### src/hdl/kfwrl_pkg.sv
// Shared types and constants of the keyed fixed-window rate limiter.
// Used by the controller, the datapath and the top level. No dependencies.
`default_nettype none

package kfwrl_pkg;

    // field and table geometry
    localparam int TIME_W     = 48;
    localparam int KEY_W      = 32;
    localparam int WIN_W      = 22;
    localparam int GLIM_W     = 20;
    localparam int IPLIM_W    = 17;
    localparam int ACLIM_W    = 14;
    localparam int CAP_W      = 9;
    localparam int TOT_W      = 32;
    localparam int RSN_W      = 3;
    localparam int NUM_RSN    = 5;
    localparam int TBL_DEPTH  = 256;
    localparam int IDX_W      = $clog2(TBL_DEPTH);
    localparam int SCAN_W     = $clog2(TBL_DEPTH + 1);
    localparam int LIVE_W     = 9;
    localparam int CFG_IDX_W  = 3;
    localparam int CFG_DATA_W = 22;

    // register reset values
    localparam logic [WIN_W-1:0]   WINDOW_RST   = WIN_W'(60000);
    localparam logic [GLIM_W-1:0]  GW_LIMIT_RST = GLIM_W'(1000);
    localparam logic [IPLIM_W-1:0] IP_LIMIT_RST = IPLIM_W'(20);
    localparam logic [ACLIM_W-1:0] AC_LIMIT_RST = ACLIM_W'(5);
    localparam logic [CAP_W-1:0]   MAX_KEYS_RST = CAP_W'(256);

    // configuration register indexes
    typedef enum logic [CFG_IDX_W-1:0] {
        CFG_WINDOW    = 3'd0,
        CFG_GATEWAY   = 3'd1,
        CFG_IP_LIMIT  = 3'd2,
        CFG_AC_LIMIT  = 3'd3,
        CFG_MAX_KEYS  = 3'd4
    } cfg_idx_t;

    // deny reasons
    typedef enum logic [RSN_W-1:0] {
        RSN_NONE    = 3'd0,
        RSN_GATEWAY = 3'd1,
        RSN_IP      = 3'd2,
        RSN_ACCT    = 3'd3,
        RSN_IP_CAP  = 3'd4,
        RSN_AC_CAP  = 3'd5
    } reason_t;

    typedef enum logic {
        TBL_IP   = 1'b0,
        TBL_ACCT = 1'b1
    } tbl_t;

    // table words
    typedef struct packed {
        logic [KEY_W-1:0]   key;
        logic [TIME_W-1:0]  start;
        logic [IPLIM_W-1:0] count;
    } ip_word_t;

    typedef struct packed {
        logic [KEY_W-1:0]   key;
        logic [TIME_W-1:0]  start;
        logic [ACLIM_W-1:0] count;
    } ac_word_t;

    // controller to datapath
    typedef struct packed {
        logic    load;
        logic    sweep_begin;
        logic    find_begin;
        logic    scan_run;
        tbl_t    tsel;
        logic    chg_s1;
        logic    chg_s2;
        logic    chg_keyed;
        logic    commit_global;
        logic    commit_key;
        logic    remove;
        logic    result;
        reason_t reason;
    } cmd_t;

    // datapath to controller
    typedef struct packed {
        logic sweep_due;
        logic scan_done;
        logic match_found;
        logic free_found;
        logic table_full;
        logic chg_deny;
    } sts_t;

endpackage

`default_nettype wire

### src/hdl/kfwrl_ctrl.sv
// Sequencer of the rate limiter: sweep, global charge, keyed lookups, result or removal.
// Depends on kfwrl_pkg; drives the datapath through cmd_t, reads sts_t.
`default_nettype none

module kfwrl_ctrl (
    input  wire logic              clk,
    input  wire logic              rst_n,
    input  wire logic              start,
    input  wire logic              action,
    input  wire kfwrl_pkg::sts_t   sts,
    output kfwrl_pkg::cmd_t        cmd,
    output logic                   busy
);

    typedef enum logic [13:0] {
        S_IDLE   = 14'b00000000000001,
        S_SWCHK  = 14'b00000000000010,
        S_SWEEP  = 14'b00000000000100,
        S_G1     = 14'b00000000001000,
        S_G2     = 14'b00000000010000,
        S_GC     = 14'b00000000100000,
        S_FSTART = 14'b00000001000000,
        S_FIND   = 14'b00000010000000,
        S_DECIDE = 14'b00000100000000,
        S_K1     = 14'b00001000000000,
        S_K2     = 14'b00010000000000,
        S_KC     = 14'b00100000000000,
        S_RESULT = 14'b01000000000000,
        S_REMOVE = 14'b10000000000000
    } state_t;

    state_t             state_reg, state_next;
    kfwrl_pkg::tbl_t    tsel_reg, tsel_next;
    kfwrl_pkg::reason_t reason_reg, reason_next;
    logic               capsw_reg, capsw_next;
    logic               succ_reg, succ_next;

    // state and context registers
    always_ff @(posedge clk or negedge rst_n)
    begin
        if (!rst_n)
        begin
            state_reg  <= S_IDLE;
            tsel_reg   <= kfwrl_pkg::TBL_IP;
            reason_reg <= kfwrl_pkg::RSN_NONE;
            capsw_reg  <= 1'b0;
            succ_reg   <= 1'b0;
        end
        else
        begin
            state_reg  <= state_next;
            tsel_reg   <= tsel_next;
            reason_reg <= reason_next;
            capsw_reg  <= capsw_next;
            succ_reg   <= succ_next;
        end
    end

    assign busy = (state_reg != S_IDLE);

    // next state and commands
    always_comb
    begin
        state_next  = state_reg;
        tsel_next   = tsel_reg;
        reason_next = reason_reg;
        capsw_next  = capsw_reg;
        succ_next   = succ_reg;
        cmd         = '0;
        cmd.tsel    = tsel_reg;
        cmd.reason  = reason_reg;
        case (state_reg)
            S_IDLE:
            begin
                if (start)
                begin
                    cmd.load    = 1'b1;
                    succ_next   = action;
                    capsw_next  = 1'b0;
                    reason_next = kfwrl_pkg::RSN_NONE;
                    if (action)
                    begin
                        tsel_next  = kfwrl_pkg::TBL_ACCT;
                        state_next = S_FSTART;
                    end
                    else
                    begin
                        tsel_next  = kfwrl_pkg::TBL_IP;
                        state_next = S_SWCHK;
                    end
                end
            end
            S_SWCHK:
            begin
                if (sts.sweep_due)
                begin
                    cmd.sweep_begin = 1'b1;
                    state_next      = S_SWEEP;
                end
                else
                begin
                    state_next = capsw_reg ? S_FSTART : S_G1;
                end
            end
            S_SWEEP:
            begin
                cmd.scan_run = 1'b1;
                if (sts.scan_done)
                begin
                    state_next = capsw_reg ? S_FSTART : S_G1;
                end
            end
            S_G1:
            begin
                cmd.chg_s1 = 1'b1;
                state_next = S_G2;
            end
            S_G2:
            begin
                cmd.chg_s2 = 1'b1;
                state_next = S_GC;
            end
            S_GC:
            begin
                cmd.commit_global = 1'b1;
                if (sts.chg_deny)
                begin
                    reason_next = kfwrl_pkg::RSN_GATEWAY;
                    state_next  = S_RESULT;
                end
                else
                begin
                    state_next = S_FSTART;
                end
            end
            S_FSTART:
            begin
                cmd.find_begin = 1'b1;
                state_next     = S_FIND;
            end
            S_FIND:
            begin
                cmd.scan_run = 1'b1;
                if (sts.scan_done)
                begin
                    state_next = succ_reg ? S_REMOVE : S_DECIDE;
                end
            end
            S_DECIDE:
            begin
                if (sts.match_found)
                begin
                    state_next = S_K1;
                end
                else if (sts.table_full && !capsw_reg)
                begin
                    // full table: one more sweep attempt, then look again
                    capsw_next = 1'b1;
                    state_next = S_SWCHK;
                end
                else if (sts.table_full || !sts.free_found)
                begin
                    reason_next = (tsel_reg == kfwrl_pkg::TBL_IP) ?
                                  kfwrl_pkg::RSN_IP_CAP : kfwrl_pkg::RSN_AC_CAP;
                    state_next  = S_RESULT;
                end
                else
                begin
                    state_next = S_K1;
                end
            end
            S_K1:
            begin
                cmd.chg_s1    = 1'b1;
                cmd.chg_keyed = 1'b1;
                state_next    = S_K2;
            end
            S_K2:
            begin
                cmd.chg_s2    = 1'b1;
                cmd.chg_keyed = 1'b1;
                state_next    = S_KC;
            end
            S_KC:
            begin
                cmd.commit_key = 1'b1;
                if (sts.chg_deny)
                begin
                    reason_next = (tsel_reg == kfwrl_pkg::TBL_IP) ?
                                  kfwrl_pkg::RSN_IP : kfwrl_pkg::RSN_ACCT;
                    state_next  = S_RESULT;
                end
                else if (tsel_reg == kfwrl_pkg::TBL_IP)
                begin
                    tsel_next  = kfwrl_pkg::TBL_ACCT;
                    capsw_next = 1'b0;
                    state_next = S_FSTART;
                end
                else
                begin
                    reason_next = kfwrl_pkg::RSN_NONE;
                    state_next  = S_RESULT;
                end
            end
            S_RESULT:
            begin
                cmd.result = 1'b1;
                state_next = S_IDLE;
            end
            S_REMOVE:
            begin
                cmd.remove = 1'b1;
                state_next = S_IDLE;
            end
            default:
            begin
                state_next = S_IDLE;
            end
        endcase
    end

endmodule

`default_nettype wire

### config.mk
export PLATFORM = sky130hd
export DESIGN_NAME = kfwrl_ctrl
export DESIGN_NICKNAME = d
export VERILOG_FILES = /design/src/hdl/kfwrl_pkg.sv /design/src/hdl/kfwrl_ctrl.sv
export SDC_FILE = /design/constraint.sdc
export NUM_CORES = 1
export LEC_CHECK = 0
export BUFFER_PORTS_ARGS = -buffer_cell sky130_fd_sc_hd__buf_4
export CORE_UTILIZATION = 54
export CTS_CLUSTER_SIZE = 40
export DETAILED_ROUTE_END_ITERATION = 8
export PLACE_DENSITY_LB_ADDON = 0.3
export RECOVER_POWER = 25
export SYNTH_ARGS = -nofsm -noshare
export SYNTH_HDL_FRONTEND = slang
export SYNTH_SLANG_ARGS = --single-unit
### constraint.sdc
create_clock -name clk -period 3 [get_ports clk]
set_input_delay 0 -clock clk [delete_from_list [all_inputs] [get_ports clk]]
set_output_delay 0 -clock clk [all_outputs]
set_load 0.01 [all_outputs]
==> impl_metrics.yaml <==
run_status:
  status: "finished clean"
sta:
  setup_violations: 0
  drv_slew: 0
  fin_crit_ns: 2.35
  slew_headroom_pct: 27.1
  final.setup_skew_ns: 0.00786
  fin_tns_setup_ns: 0
  hold_ws_ns: 0.0245
  period_share_pct: 78.3
  rsz0062_at_grt: "no"
  worst_pin_slew_ns: 1.09
  final_hold_viol_count: 0
  setup_ws_ns: 0.651
  max_freq_ghz: 0.426
logic_synthesis:
  synthTopCellsByArea: "dfrtp_1, nor4_4, nor2_1"
  yosys.area_share.adder_pct: 0
  yosysWarnings: 0
  ys_seq_elements: 20
  synth_top_area_share_pct: 35.5
  syn_nets: 149
  ys_seq_area_share_pct: 37.4
  synth_ff_type: "dfrtp_1"
  synthSimpleGateAreaFrac_pct: 38.8
  synth-xor-area-share_pct: 2.61
  synth-edff-count: 0
  synth_top_cell_by_area: "dfrtp_1"
  syn_area_per_cell_sq_um: 9.64
  synth.distinct_cells: 45
  async_reset_ff_share_pct: 100
  synth_area_sq_um: 1340
  synth_mux_area_share_pct: 1.87
  synth_compound_area_share_pct: 14.4
  synth_top_family_by_area: "simple AND/OR/NAND/NOR gates"
  synthCells: 139
place:
  gp_congestion: 0.846
  dpl.hpwl_mm: 2.42
  portBuffers: 25
  dp_slack_ns: 0.691
final_layout:
  drive_above_1_share_pct: 29.0
  area_growth_pct: 21.8
  diodes: 0
  fin_nets: 180
  largest_reg_flops: 14
  mostFrequentLayoutCells: "buf_4, dfrtp_1, nor2_1"
  n_fill_cell: 165
  final_common_cell: "buf_4"
grt:
  grt_pass1_vias: 1098
  grtUsageTotal_pct: 26.3
  antenna_found_initial: 0
  grt_pass1_wl_mm: 5.12
  grt_overflow: 0
  grt_max_degree: 21
power_and_ir_drop:
  intPower_w: 0.000647
  p_seq_share_pct: 37.4
  p_sw_share_pct: 41.4
  comb_power_share_pct: 48.0
  ir_worst_vdd_uv: 556
  clockPowerShare_pct: 14.6
  p_sw_w: 0.000457
  leakage_nw: 0.777
  powerDensity_nw_per_um2: 677
route:
  dr.first_iter.drc_count: 64
  wl_mm: 3.27
  via_count: 1212
  ant_nets: 0
  viasPerCell: 6.15
  wl_per_cell_um: 16.6
  firstDrtPassIters: 5
  route.detailed.drc: 0
critical_path:
  critPathTopFamily: "simple AND/OR/NAND/NOR gates"
  cp_max_fo: 7
  crit_buf_inv: 0
  crit_slowest_cell: "or4_1"
  max_stage_delay_ns: 0.55
  endpoint_kind: "flip-flop"
  cp-start-kind: "flip-flop"
  crit_type: "reg2reg"
  arrival_ns: 2.56
  path_cells: "or4_1, nor3_1, o211ai_1, a2111oi_4, mux2_4"
  cp.required_ns: 3.21
clock_network:
  cts_root_buffer: "clkbuf_4"
  cts_tree: "yes"
  post_cts_resized: 0
  clock_sinks: 20
  numCtsBuffers: 3
  post-cts-setup-buffer-count: 0
  worstSkewPairLatency_ns: 0.31
  cts_htree_levels: 1
  clkTransAtPathRegs_ns: 0.12
  clk_path_buf_depth: 2
  holdBufCountCts: 6
flow_run:
  drv_cap: 0
die:
  io_pins: 26
  chipWidth_um: 51.8
  initial_core_util_pct: 58.9
  core_sq_um: 2280
  die-area_sq_um: 2680
  fp-row-count: 17
  dieHeight_um: 51.8
hold_path:
  hold_class: "in2reg"
==> worst register-to-register path, delay by kind of cell (launching register included) <==
family / cells / cell delay [ns]
AND/OR/NAND/NOR: 2 / 0.77
AO/OA/AOI/OAI: 2 / 0.67
flip-flops: 1 / 0.47
multiplexers: 1 / 0.33
==> final timing paths <==
path / start / to / slack [ns] / cells after the start
worst max-delay path: state_reg[9] / reason_reg[0] / 0.65 / 5
worst min-delay path: sts[1] / capsw_reg / 0.02 / 3
worst max register to register: state_reg[9] / reason_reg[0] / 0.65 / 5
worst min register to register: capsw_reg / state_reg[3] / 0.49 / 1
max in group asynchronous: rst_n / state_reg[2] / 1.95 / 2
min in group asynchronous: rst_n / state_reg[8] / 0.40 / 2
==> cell usage after synthesis (4+ instances only) <==
library cell and n:
dfrtp_1 19, nor2_1 17, nand2_1 10, nor3_1 10, inv_1 9, o21ai_0 5, or4_1 5, buf_2 4
nor3b_1 4, nor4_4 4
==> cell type report <==
class	count	area, sq um	share of cell area, %
Multi-Input combinational cell	104	773	47.4
Sequential cell	20	502	30.8
Timing Repair Buffer	32	251	15.4
Clock buffer	4	36.3	2.22
Tap cell	28	35.0	2.15
Inverter	9	33.8	2.07
==> power by group through the flow <==
stage / clock, W / combinational (W) / sequential (W)
6_report: 0.000161 / 0.000530 / 0.000413
2_1_floorplan: 0 / 0.000434 / 0.000352
5_1_grt: 0.000172 / 0.000573 / 0.000418
4_1_cts: 0.000163 / 0.000528 / 0.000410
3_5_place_dp: 0 / 0.000516 / 0.000414
3_3_place_gp: 0 / 0.000508 / 0.000411
==> layer usage <==
| layer | up-vias | routed length [um] | GRT usage, % |
|---|---|---|---|
| met5 | - | 0 | 0 |
| met4 | 0 | 74 | 10.8 |
| met3 | 11 | 135 | 3.80 |
| met2 | 41 | 1640 | 43.9 |
| met1 | 589 | 1420 | 34.0 |
| li1 | 571 | - | - |
==> through the flow <==
step                area, sq um  instances  power, W  utilization (%)
finish                     1630        197   0.00110             71.7
global route               1630        197   0.00116             71.7
CTS                        1640        197   0.00110             71.9
detailed placement         1540        187  0.000930             67.6
global placement           1540        187  0.000918             67.6
floorplan                  1340        139  0.000786                -
==> kinds of logic (layout without fill, tap and decap cells) <==
family / count (synthesis) / after routing
AND/OR/NAND/NOR: 75 / 75
AO/OA/AOI/OAI: 23 / 23
buffers and inverters: 15 / 45
flip-flops: 20 / 20
multiplexers: 2 / 2
XOR/XNOR: 4 / 4
(Power assumes the default switching activity.)
